File: src/rtl/ryla_pkg.sv
// Shared types, coefficients and clamp helpers for the RGB/YUV luma adjust pipeline.
package ryla_pkg;

    // Configuration register indexes
    localparam logic [7:0] REG_ADJUST_MODE = 8'd0;
    localparam logic [7:0] REG_LUMA_GAIN   = 8'd1;

    localparam int CfgIndexWidth = 8;
    localparam int CfgDataWidth  = 10;
    localparam int GainWidth     = 10;

    // Reset values of the configuration registers
    localparam logic             ADJUST_MODE_RESET = 1'b1;
    localparam logic [GainWidth-1:0] LUMA_GAIN_RESET = 10'd256;

    // Forward transform, Q12 magnitudes (sign applied in the sums)
    localparam logic [11:0] C_YR = 12'd1221;
    localparam logic [11:0] C_YG = 12'd2507;
    localparam logic [11:0] C_YB = 12'd479;
    localparam logic [11:0] C_UR = 12'd688;
    localparam logic [11:0] C_UG = 12'd1352;
    localparam logic [11:0] C_UB = 12'd2040;
    localparam logic [11:0] C_VR = 12'd1839;
    localparam logic [11:0] C_VG = 12'd1782;
    localparam logic [11:0] C_VB = 12'd340;

    // Inverse transform, Q12 magnitudes
    localparam logic [12:0] C_RV = 13'd5765;
    localparam logic [12:0] C_GU = 13'd1415;
    localparam logic [12:0] C_GV = 13'd2936;
    localparam logic [12:0] C_BU = 13'd7287;

    // Chroma offset of 128 in Q12
    localparam logic signed [22:0] CHROMA_OFFSET_Q12 = 23'sd524288;
    localparam logic [7:0]         CHROMA_MID        = 8'd128;

    typedef struct packed {
        logic [7:0] red;
        logic [7:0] green;
        logic [7:0] blue;
    } t_rgb;

    typedef struct packed {
        t_rgb       rgb;
        logic [7:0] y;
        logic [7:0] u;
        logic [7:0] v;
    } t_yuv_item;

    typedef struct packed {
        logic [7:0] red;
        logic [7:0] green;
        logic [7:0] blue;
        logic [7:0] gray;
    } t_pixel_out;

    // Drop the Q12 fraction and saturate to a byte; negative sums give zero
    function automatic logic [7:0] clamp_q12(input logic signed [22:0] sum);
        logic [7:0] res;
        if (sum[22]) begin
            res = 8'd0;
        end else if (sum[21:20] != 2'd0) begin
            res = 8'hFF;
        end else begin
            res = sum[19:12];
        end
        return res;
    endfunction

    // Drop the 8-bit fraction of the Q10.8 scaled luma and saturate to a byte
    function automatic logic [7:0] clamp_q8(input logic [17:0] prod);
        logic [7:0] res;
        if (prod[17:16] != 2'd0) begin
            res = 8'hFF;
        end else begin
            res = prod[15:8];
        end
        return res;
    endfunction

endpackage

File: src/rtl/ryla_rgb2yuv.sv
// Two-stage forward transform: constant products, then sums with clamp to Y, U, V.
module ryla_rgb2yuv
    import ryla_pkg::*;
(
    input  logic      i_clk,
    input  logic      i_rst_n,
    input  logic      i_valid,
    output logic      o_ready,
    input  t_rgb      i_rgb,
    output logic      o_valid,
    input  logic      i_ready,
    output t_yuv_item o_item
);

    logic       r_v1, r_v2;
    logic       rdy1, rdy2;
    t_rgb       r_rgb1;
    logic [19:0] r_yr, r_yg, r_yb, r_ur, r_ug, r_ub, r_vr, r_vg, r_vb;
    t_yuv_item  r_item2;

    logic signed [22:0] y_sum, u_sum, v_sum;

    // Each stage moves when it is empty or its successor moves
    assign rdy2    = !r_v2 || i_ready;
    assign rdy1    = !r_v1 || rdy2;
    assign o_ready = rdy1;

    // Valid bits for stages 1 and 2
    always_ff @(posedge i_clk) begin
        if (!i_rst_n) begin
            r_v1 <= 1'b0;
            r_v2 <= 1'b0;
        end else begin
            if (rdy1) begin
                r_v1 <= i_valid;
            end
            if (rdy2) begin
                r_v2 <= r_v1;
            end
        end
    end

    // Stage 1: coefficient products
    always_ff @(posedge i_clk) begin
        if (rdy1 && i_valid) begin
            r_rgb1 <= i_rgb;
            r_yr   <= 20'(i_rgb.red)   * 20'(C_YR);
            r_yg   <= 20'(i_rgb.green) * 20'(C_YG);
            r_yb   <= 20'(i_rgb.blue)  * 20'(C_YB);
            r_ur   <= 20'(i_rgb.red)   * 20'(C_UR);
            r_ug   <= 20'(i_rgb.green) * 20'(C_UG);
            r_ub   <= 20'(i_rgb.blue)  * 20'(C_UB);
            r_vr   <= 20'(i_rgb.red)   * 20'(C_VR);
            r_vg   <= 20'(i_rgb.green) * 20'(C_VG);
            r_vb   <= 20'(i_rgb.blue)  * 20'(C_VB);
        end
    end

    // Stage 2: signed sums of the products
    always_comb begin
        y_sum = $signed({3'b000, r_yr}) + $signed({3'b000, r_yg})
              + $signed({3'b000, r_yb});
        u_sum = $signed({3'b000, r_ub}) - $signed({3'b000, r_ur})
              - $signed({3'b000, r_ug}) + CHROMA_OFFSET_Q12;
        v_sum = $signed({3'b000, r_vr}) - $signed({3'b000, r_vg})
              - $signed({3'b000, r_vb}) + CHROMA_OFFSET_Q12;
    end

    always_ff @(posedge i_clk) begin
        if (rdy2 && r_v1) begin
            r_item2.rgb <= r_rgb1;
            r_item2.y   <= clamp_q12(y_sum);
            r_item2.u   <= clamp_q12(u_sum);
            r_item2.v   <= clamp_q12(v_sum);
        end
    end

    assign o_valid = r_v2;
    assign o_item  = r_item2;

endmodule

File: src/rtl/ryla_yuv2rgb.sv
// Two-stage inverse transform: luma gain and chroma products, then sums, clamp and mode select.
module ryla_yuv2rgb
    import ryla_pkg::*;
(
    input  logic                 i_clk,
    input  logic                 i_rst_n,
    input  logic                 i_valid,
    output logic                 o_ready,
    input  t_yuv_item            i_item,
    input  logic                 i_adjust_mode,
    input  logic [GainWidth-1:0] i_luma_gain,
    output logic                 o_valid,
    input  logic                 i_ready,
    output t_pixel_out           o_pixel
);

    logic        r_v3, r_v4;
    logic        rdy3, rdy4;
    t_rgb        r_rgb3;
    logic [7:0]  r_y3;
    logic [17:0] r_ys_prod;
    logic signed [22:0] r_rv, r_gu, r_gv, r_bu;
    t_pixel_out  r_pix4;

    logic signed [8:0]  du, dv;
    logic signed [22:0] du_x, dv_x;
    logic [7:0]         ys;
    logic signed [22:0] base, r_sum, g_sum, b_sum;

    assign rdy4    = !r_v4 || i_ready;
    assign rdy3    = !r_v3 || rdy4;
    assign o_ready = rdy3;

    // Valid bits for stages 3 and 4
    always_ff @(posedge i_clk) begin
        if (!i_rst_n) begin
            r_v3 <= 1'b0;
            r_v4 <= 1'b0;
        end else begin
            if (rdy3) begin
                r_v3 <= i_valid;
            end
            if (rdy4) begin
                r_v4 <= r_v3;
            end
        end
    end

    // Center the chroma around zero
    always_comb begin
        du   = $signed({1'b0, i_item.u}) - $signed({1'b0, CHROMA_MID});
        dv   = $signed({1'b0, i_item.v}) - $signed({1'b0, CHROMA_MID});
        du_x = 23'(du);
        dv_x = 23'(dv);
    end

    // Stage 3: luma gain and chroma products
    always_ff @(posedge i_clk) begin
        if (rdy3 && i_valid) begin
            r_rgb3    <= i_item.rgb;
            r_y3      <= i_item.y;
            r_ys_prod <= 18'(i_item.y) * 18'(i_luma_gain);
            r_rv      <= dv_x * $signed({10'd0, C_RV});
            r_gu      <= du_x * $signed({10'd0, C_GU});
            r_gv      <= dv_x * $signed({10'd0, C_GV});
            r_bu      <= du_x * $signed({10'd0, C_BU});
        end
    end

    // Stage 4: add the scaled luma back in
    always_comb begin
        ys    = clamp_q8(r_ys_prod);
        base  = $signed({3'b000, ys, 12'd0});
        r_sum = base + r_rv;
        g_sum = base - r_gu - r_gv;
        b_sum = base + r_bu;
    end

    always_ff @(posedge i_clk) begin
        if (rdy4 && r_v3) begin
            r_pix4.gray <= r_y3;
            if (i_adjust_mode) begin
                r_pix4.red   <= clamp_q12(r_sum);
                r_pix4.green <= clamp_q12(g_sum);
                r_pix4.blue  <= clamp_q12(b_sum);
            end else begin
                r_pix4.red   <= r_rgb3.red;
                r_pix4.green <= r_rgb3.green;
                r_pix4.blue  <= r_rgb3.blue;
            end
        end
    end

    assign o_valid = r_v4;
    assign o_pixel = r_pix4;

endmodule

File: src/rtl/rgb_yuv_luma_adjust_unit.sv
// Top level: stream ports, configuration registers and the four-stage pixel pipeline.
// One RGB pixel enters per clock and leaves as an adjusted RGB pixel plus its luma as
// gray after four register stages (forward products, forward sums and clamp, gain and
// inverse products, inverse sums and clamp), and the sustained rate is one pixel per
// clock while the output side accepts. When the output stalls, empty stages still fill,
// so up to four pixels are held in flight. Write the adjust mode (index 0) and luma
// gain (index 1, Q2.8) only while no pixel is in flight; writes to other indexes are
// ignored.
module rgb_yuv_luma_adjust_unit
    import ryla_pkg::*;
(
    input  logic                     i_clk,
    input  logic                     i_rst_n,
    // Pixel input
    input  logic                     i_s_tvalid,
    output logic                     o_s_tready,
    input  logic [23:0]              i_s_tdata,   // red[7:0], green[15:8], blue[23:16]
    // Pixel output
    output logic                     o_m_tvalid,
    input  logic                     i_m_tready,
    output logic [31:0]              o_m_tdata,   // red[7:0], green[15:8], blue[23:16],
                                                  // gray[31:24]
    // Configuration writes
    input  logic                     i_cfg_valid,
    output logic                     o_cfg_ready,
    input  logic [CfgIndexWidth-1:0] i_cfg_index,
    input  logic [CfgDataWidth-1:0]  i_cfg_data
);

    logic                 r_adjust_mode;
    logic [GainWidth-1:0] r_luma_gain;

    t_rgb       in_rgb;
    t_yuv_item  mid_item;
    logic       mid_valid, mid_ready;
    t_pixel_out out_pix;

    // Take configuration writes at any time
    assign o_cfg_ready = 1'b1;

    always_ff @(posedge i_clk) begin
        if (!i_rst_n) begin
            r_adjust_mode <= ADJUST_MODE_RESET;
            r_luma_gain   <= LUMA_GAIN_RESET;
        end else if (i_cfg_valid) begin
            case (i_cfg_index)
                REG_ADJUST_MODE: r_adjust_mode <= i_cfg_data[0];
                REG_LUMA_GAIN:   r_luma_gain   <= i_cfg_data[GainWidth-1:0];
                default:         ;
            endcase
        end
    end

    // Unpack the input transaction
    assign in_rgb.red   = i_s_tdata[7:0];
    assign in_rgb.green = i_s_tdata[15:8];
    assign in_rgb.blue  = i_s_tdata[23:16];

    ryla_rgb2yuv u_fwd (
        .i_clk   (i_clk),
        .i_rst_n (i_rst_n),
        .i_valid (i_s_tvalid),
        .o_ready (o_s_tready),
        .i_rgb   (in_rgb),
        .o_valid (mid_valid),
        .i_ready (mid_ready),
        .o_item  (mid_item)
    );

    ryla_yuv2rgb u_inv (
        .i_clk         (i_clk),
        .i_rst_n       (i_rst_n),
        .i_valid       (mid_valid),
        .o_ready       (mid_ready),
        .i_item        (mid_item),
        .i_adjust_mode (r_adjust_mode),
        .i_luma_gain   (r_luma_gain),
        .o_valid       (o_m_tvalid),
        .i_ready       (i_m_tready),
        .o_pixel       (out_pix)
    );

    // Pack the output transaction
    assign o_m_tdata = {out_pix.gray, out_pix.blue, out_pix.green, out_pix.red};

    // An empty output stage means every stage can move, so input must be open
    a_ready_when_drained: assert property (@(posedge i_clk) disable iff (!i_rst_n)
        !o_m_tvalid |-> o_s_tready)
        else $error("input blocked while output stage is empty");

    // Nothing comes out right after reset
    a_empty_after_reset: assert property (@(posedge i_clk)
        !$past(i_rst_n) |-> !o_m_tvalid)
        else $error("output valid right after reset");

    // A stalled mid-pipeline handoff implies the downstream half is full
    a_mid_stall_full: assert property (@(posedge i_clk) disable iff (!i_rst_n)
        (mid_valid && !mid_ready) |-> (o_m_tvalid && !i_m_tready))
        else $error("mid-pipeline stall without output stall");

endmodule

File: config.mk
export PLATFORM = sky130hd
export DESIGN_NAME = rgb_yuv_luma_adjust_unit
export DESIGN_NICKNAME = d
export VERILOG_FILES = /design/src/rtl/ryla_pkg.sv /design/src/rtl/ryla_rgb2yuv.sv /design/src/rtl/ryla_yuv2rgb.sv /design/src/rtl/rgb_yuv_luma_adjust_unit.sv
export SDC_FILE = /design/constraint.sdc
export NUM_CORES = 2
export LEC_CHECK = 0
export ABC_AREA = 1
export BUFFER_PORTS_ARGS = -buffer_cell sky130_fd_sc_hd__buf_4
export CAP_MARGIN = 15
export CORE_UTILIZATION = 59
export CTS_CLUSTER_SIZE = 10
export DETAILED_ROUTE_END_ITERATION = 10
export GPL_ROUTABILITY_DRIVEN = 0
export HOLD_SLACK_MARGIN = 0.12
export PLACE_DENSITY_LB_ADDON = 0.05
export SETUP_SLACK_MARGIN = 0.2
export SYNTH_ARGS = -nofsm -noshare
export SYNTH_HDL_FRONTEND = slang
export SYNTH_HIERARCHICAL = 1
export SYNTH_SLANG_ARGS = --single-unit
File: constraint.sdc
create_clock -name i_clk -period 4.7 [get_ports i_clk]
set_input_delay 0.47 -clock i_clk [delete_from_list [all_inputs] [get_ports i_clk]]
set_output_delay 0.47 -clock i_clk [all_outputs]
set_load 0.01 [all_outputs]
Yosys cells after proc, flatten, opt, wreduce, memory -nomap -nowiden:

Cells that the tools add are included.

* register bits after elaboration: 412
* input bits: 47
* output and inout port bits: 35

* $add $sub $neg: 14
* multiply operators: 14
* equality and inequality tests: 1
* muxes and demuxes: 11
* reduce and logical (&&, ||, !) cells: 22

Operators by type and width (number)
* $mux 8: 10
* $add 21x23->23: 2
* $add 23x21->23 const B: 2
* $mul 9x14->23 const B: 2
* $mul 8x11->19 const B: 2
* $mul 8x8->16 const B: 2
* $mux 24: 1
* $add 23x18->23: 1
* $sub 21x23->23: 1
* $sub 23x18->23: 1
* $sub 23x20->23: 1
* $sub 23x23->23: 1
* $add 19x20->21: 1
* $mul 9x12->21 const B: 1
* $mul 8x12->20 const B: 1
* $sub 19x18->20: 1
* $sub 19x19->20: 1
* $mul 9x10->19 const B: 1
* $mul 8x10->18: 1
* $mul 8x10->18 const B: 1
* $sub 8x8->9 const B: 2
* $mul 8x9->17 const B: 1
* $mul 8x7->15 const B: 1
* $mul 8x6->14 const B: 1
* other kinds (7): 23

Depth between registers and ports, before layout:

* word-level depth: 8
* depth in mapped cells: 27
* depth with buffers taken out: 27

Modules after synthesis:

The synthesis kept the hierarchy.

Modules (own cells, without submodules)
* ryla_rgb2yuv: instances 1, cells an instance 2314, area an instance 22664.2 µm²
* ryla_yuv2rgb: instances 1, cells an instance 1991, area an instance 16958.8 µm²
* rgb_yuv_luma_adjust_unit: instances 1, cells an instance 82, area an instance 550.5 µm²

Worst setup path after synthesis:

OpenSTA, ideal clock, no wires.

* path kind: input port to flip-flop
* start: in i_m_tready
* end: reg u_fwd/r_rgb1[0] (netlist name), enable pin
* data arrival time: 4012 ps
* setup slack: 175 ps
* cell stages on the path: 6
* buffers on the path: 0
* cells stage by stage: inv_1 -> nand3_1 -> inv_1 -> nand3_1 -> nand2_1 -> inv_1

* cells in the longest elaborated chain, start to end: 5

Ends and longest elaborated chain
* start: declaration: line rgb_yuv_luma_adjust_unit.sv:20 `input logic i_m_tready,`
* $logic_or 1x1->1: line ryla_yuv2rgb.sv:30 `assign rdy4 = !r_v4 || i_ready;`
* $logic_or 1x1->1: line ryla_yuv2rgb.sv:31 `assign rdy3 = !r_v3 || rdy4;`
* named net mid_ready: line rgb_yuv_luma_adjust_unit.sv:35 `logic mid_valid, mid_ready;`
* $logic_or 1x1->1: line ryla_rgb2yuv.sv:24 `assign rdy2 = !r_v2 || i_ready;`
* $logic_or 1x1->1: line ryla_rgb2yuv.sv:25 `assign rdy1 = !r_v1 || rdy2;`
* named net o_s_tready: line rgb_yuv_luma_adjust_unit.sv:16 `output logic o_s_tready,`
* $logic_and 1x1->1: line ryla_rgb2yuv.sv:45 `if (rdy1 && i_valid) begin`
* end signal: assignment: line ryla_rgb2yuv.sv:46 `r_rgb1 <= i_rgb;`
* end: declaration: line ryla_rgb2yuv.sv:17 `t_rgb r_rgb1;`

The timed path passes the listed nets, and every way through them passes these cells.
A chain may end at the register's enable or synchronous reset.

Worst setup path after layout:

* start: reg u_fwd.r_item2 (netlist bit u_fwd/o_item[9])
* end: reg u_inv.r_bu[20], data pin

* cells in the longest elaborated chain, start to end: 2

Ends and longest elaborated chain
* start: declaration: line ryla_rgb2yuv.sv:19 `t_yuv_item r_item2;`
* $sub 8x8->9: line ryla_yuv2rgb.sv:51 `du = $signed({1'b0, i_item.u}) - $signed({1'b0, CHROMA_MID});`
* $mul 9x14->23: line ryla_yuv2rgb.sv:66 `r_bu <= du_x * $signed({10'd0, C_BU});`
* end signal: assignment: line ryla_yuv2rgb.sv:66
* end: declaration: line ryla_yuv2rgb.sv:22 `logic signed [22:0] r_rv, r_gu, r_gv, r_bu;`

No other way between the ends.

==> out/metrics.yaml <==
cts:
  cts.sinks: 359
  clockRootBuffer: "clkbuf_16"
  cts_tree: "yes"
  numCtsBuffers: 47
  clk_latency_ps: 590
  ctsHtreeMaxLevel: 2
  cts.clk_slew.worst_paths_ps: 70
  clk_path_buf_depth: 3
yosys:
  synth_flop_cell: "edfxtp_1"
  async_flop_share_pct: 0
  yosysTopAreaCell: "edfxtp_1"
  synth_area_mm2: 0.0402
  synth_top_cell_area_share_pct: 25.7
  yosysUniqueCellTypes: 53
  synth_seq_cells: 359
  synth_cells: 4387
  syn_area_per_cell_um2: 9.16
  ys_seq_area_share_pct: 26.5
  synth_warnings: 6
  synth.area.top_cells: "edfxtp_1, ha_1, fa_1"
  yosysMostFrequentCell: "inv_1"
  synth_common_cells: "inv_1, ha_1, nand2_1"
  syn_nets: 5506
  synth_edf_count: 344
placement:
  hpwl_mm: 75.8
  dp_cells: 5386
  portBuffers: 80
global_routing:
  gr-usage-met1_pct: 33.9
  track_usage_pct: 27.1
  grt_max_degree: 161
  grt_pass1_vias: 29500
  met3_usage_pct: 3.07
  grt_pass1_wl_mm: 148
  top_usage_layer: "met2"
  grt_overflow: 0
  use_met2_pct: 48.0
  antenna_found_initial: 1
critical_path:
  reg2reg_depth: 15
  rrSetupSlack_ps: 330
  start_kind: "register"
  crit_top_cell: "fa_1"
  path_cells: "fa_2 > fa_1 > inv_1 > fa_1 > inv_1 > fa_1 > ha_1 > ha_1 > a21oi_2 > o21ai_1 > a21oi_2 > o21bai_2 > nand2_1 > nand2_1 > xor2_1"
  path_class: "reg -> reg"
  required_ps: 5030
  r2r_end: "u_inv/r_bu[20]"
  crit_fanout: 4
  cp_top_family: "adder cells"
  arrival_ps: 4700
  max_stage_delay_ps: 540
  slowest_stage: "fa_1"
  cp-end-kind: "register"
  crit_buf_inv: 2
  reg2reg_from: "u_fwd/o_item[9]"
floorplanning:
  core_area_mm2: 0.0673
  dieWidth_um: 263
  fp-row-count: 95
  ios: 82
  die-height_um: 263
  die_area_mm2: 0.0691
  initial_utilization_pct: 59.7
sta:
  rsz0062_at_grt: "true"
  tns_ps: 0
  hold_violations: 0
  period_share_pct: 93.0
  tightest_slew_ps: 1060
  fmaxAchievable_mhz: 229
  maxSlewViolCount: 0
  clock_skew_ps: 27.8
  max_slew_margin_pct: 29.4
  fin_crit_ps: 4370
  setup_viol_count_final: 0
detailed_routing:
  totalWireLength_mm: 90.6
  drt_first_pass_iters: 6
  dr_total_vias: 28700
  drt_iter0_markers: 1589
  ant_nets: 0
  drc: 0
  vias_per_cell: 5.22
  route.detailed.wl_per_inst_um: 16.5
cells_and_area:
  final_cells: 5490
  nNetsFinal: 5707
  final_util_pct: 65.7
  areaGrowthSynthToFinish_pct: 9.99
  drive_gt1_share_pct: 7.34
run_status:
  outcome: "finished clean"
hold_path:
  min_to: "r_luma_gain[8]"
  hold_depth: 2
  worstHoldStart: "i_rst_n"
  hold_class: "in -> reg"
flow_run:
  drv_cap: 0
[cells in the final DEF (no fill, tap or decap), drive strengths merged, types with 2 or more instances in the layout]
cell type and count:
clkbuf 58, nand3 148, a31oi 22, nor4 6, a31o 2, xor2 145
o21ai 113, a211oi 6, a21oi 293, edfxtp 344, clkinv 10, bufinv 4
clkinvlp 2, nor3 25, inv 1033, or2 12, fa 321, xnor2 74
o21bai 18, o31ai 7, dfxtp 15, nand3b 13, dlygate4sd3 2, o21a 6
a21boi 5, and2 3, nand4 34, nand2 728, buf 174, ha 751
nor2 199, a21o 28, o211ai 8, o2111ai 3
[state kept, by name, summed over array words and instances (netlist names), 12 cells and up]
signal and cells:
u_fwd/r_yg 19, u_fwd/r_ur 12, u_inv/r_gv 18, u_fwd/r_ub 15
u_inv/r_gu 21, u_inv/r_rv 12, u_fwd/r_rgb1 24, u_inv/o_pixel 32
u_fwd/r_vr 18, u_fwd/r_yr 17, u_fwd/r_yb 15, u_fwd/r_vb 13
u_inv/r_rgb3 24, u_fwd/r_ug 13, u_fwd/o_item 48, u_fwd/r_vg 14
[worst reg2reg max path, stage by stage (launching register included)]
cell,delay [ps]
edfxtp_1,510
fa_2,460
fa_1,540
inv_1,50
fa_1,520
inv_1,50
fa_1,430
ha_1,290
ha_1,330
a21oi_2,240
o21ai_1,140
a21oi_2,190
o21bai_2,100
nand2_1,70
nand2_1,60
xor2_1,160
[cell families after synthesis]
family,Yosys count,synth area share (%)
compound gates,513,7.08
xor+xnor,219,4.79
fa+ha+maj,1072,39.4
buf+inv,1054,9.92
flops,359,26.5
other cells,1,0.00933
simple gates,1169,12.3
[timing repair]
action | CTS | global route
hold buffers | 2 | 0
pin swaps | 0 | 6
hold endpoints to repair | 2 | 0
buffers inserted | 9 | 15
endpoints found under the setup margin | 4 | 42
resized for setup | 0 | 45
[cell type report]
cell class,count,area (um2)
Antenna cell,1,2.50
Fill cell,5666,23100
Sequential cell,359,10600
Timing Repair Buffer,176,1340
Inverter,1030,3870
Tap cell,873,1090
Multi-Input combinational cell,2974,25800
Clock inverter,19,205
Clock buffer,58,1250
[layer usage]
metal,part of all wire [%],vias to the layer above
li1,-,14600
met1,43,13500
met2,50,467
met3,3.5,143
met4,3.9,2
met5,0.014,-
[worst max-delay path by stage]
stage,start,to,slack (ps),cells after the start
4_1_cts,u_fwd/o_item[3],u_inv/r_gv[18],190,16
6_report,u_fwd/o_item[9],u_inv/r_bu[20],330,15
5_1_grt,u_fwd/o_item[9],u_inv/r_bu[14],160,14
3_3_place_gp,i_s_tdata[21],u_fwd/r_yb[16],60,19
2_1_floorplan,i_s_tdata[21],u_fwd/r_yb[16],370,18
3_5_place_dp,i_s_tdata[21],u_fwd/r_ub[17],-8,21
[metrics by stage]
step                      setup WS [ps]  cell area, um2  hold slack (ps)
after floorplan                     367           40200              400
after global placement             56.5           42300              401
after detailed placement          -8.33           42300              405
after CTS                           189           43900              127
after global routing                159           44200              164
final                               330           44200              164
Power is not shown: default switching activity piles up to over one toggle a cycle in this logic, so the estimate is an artifact.
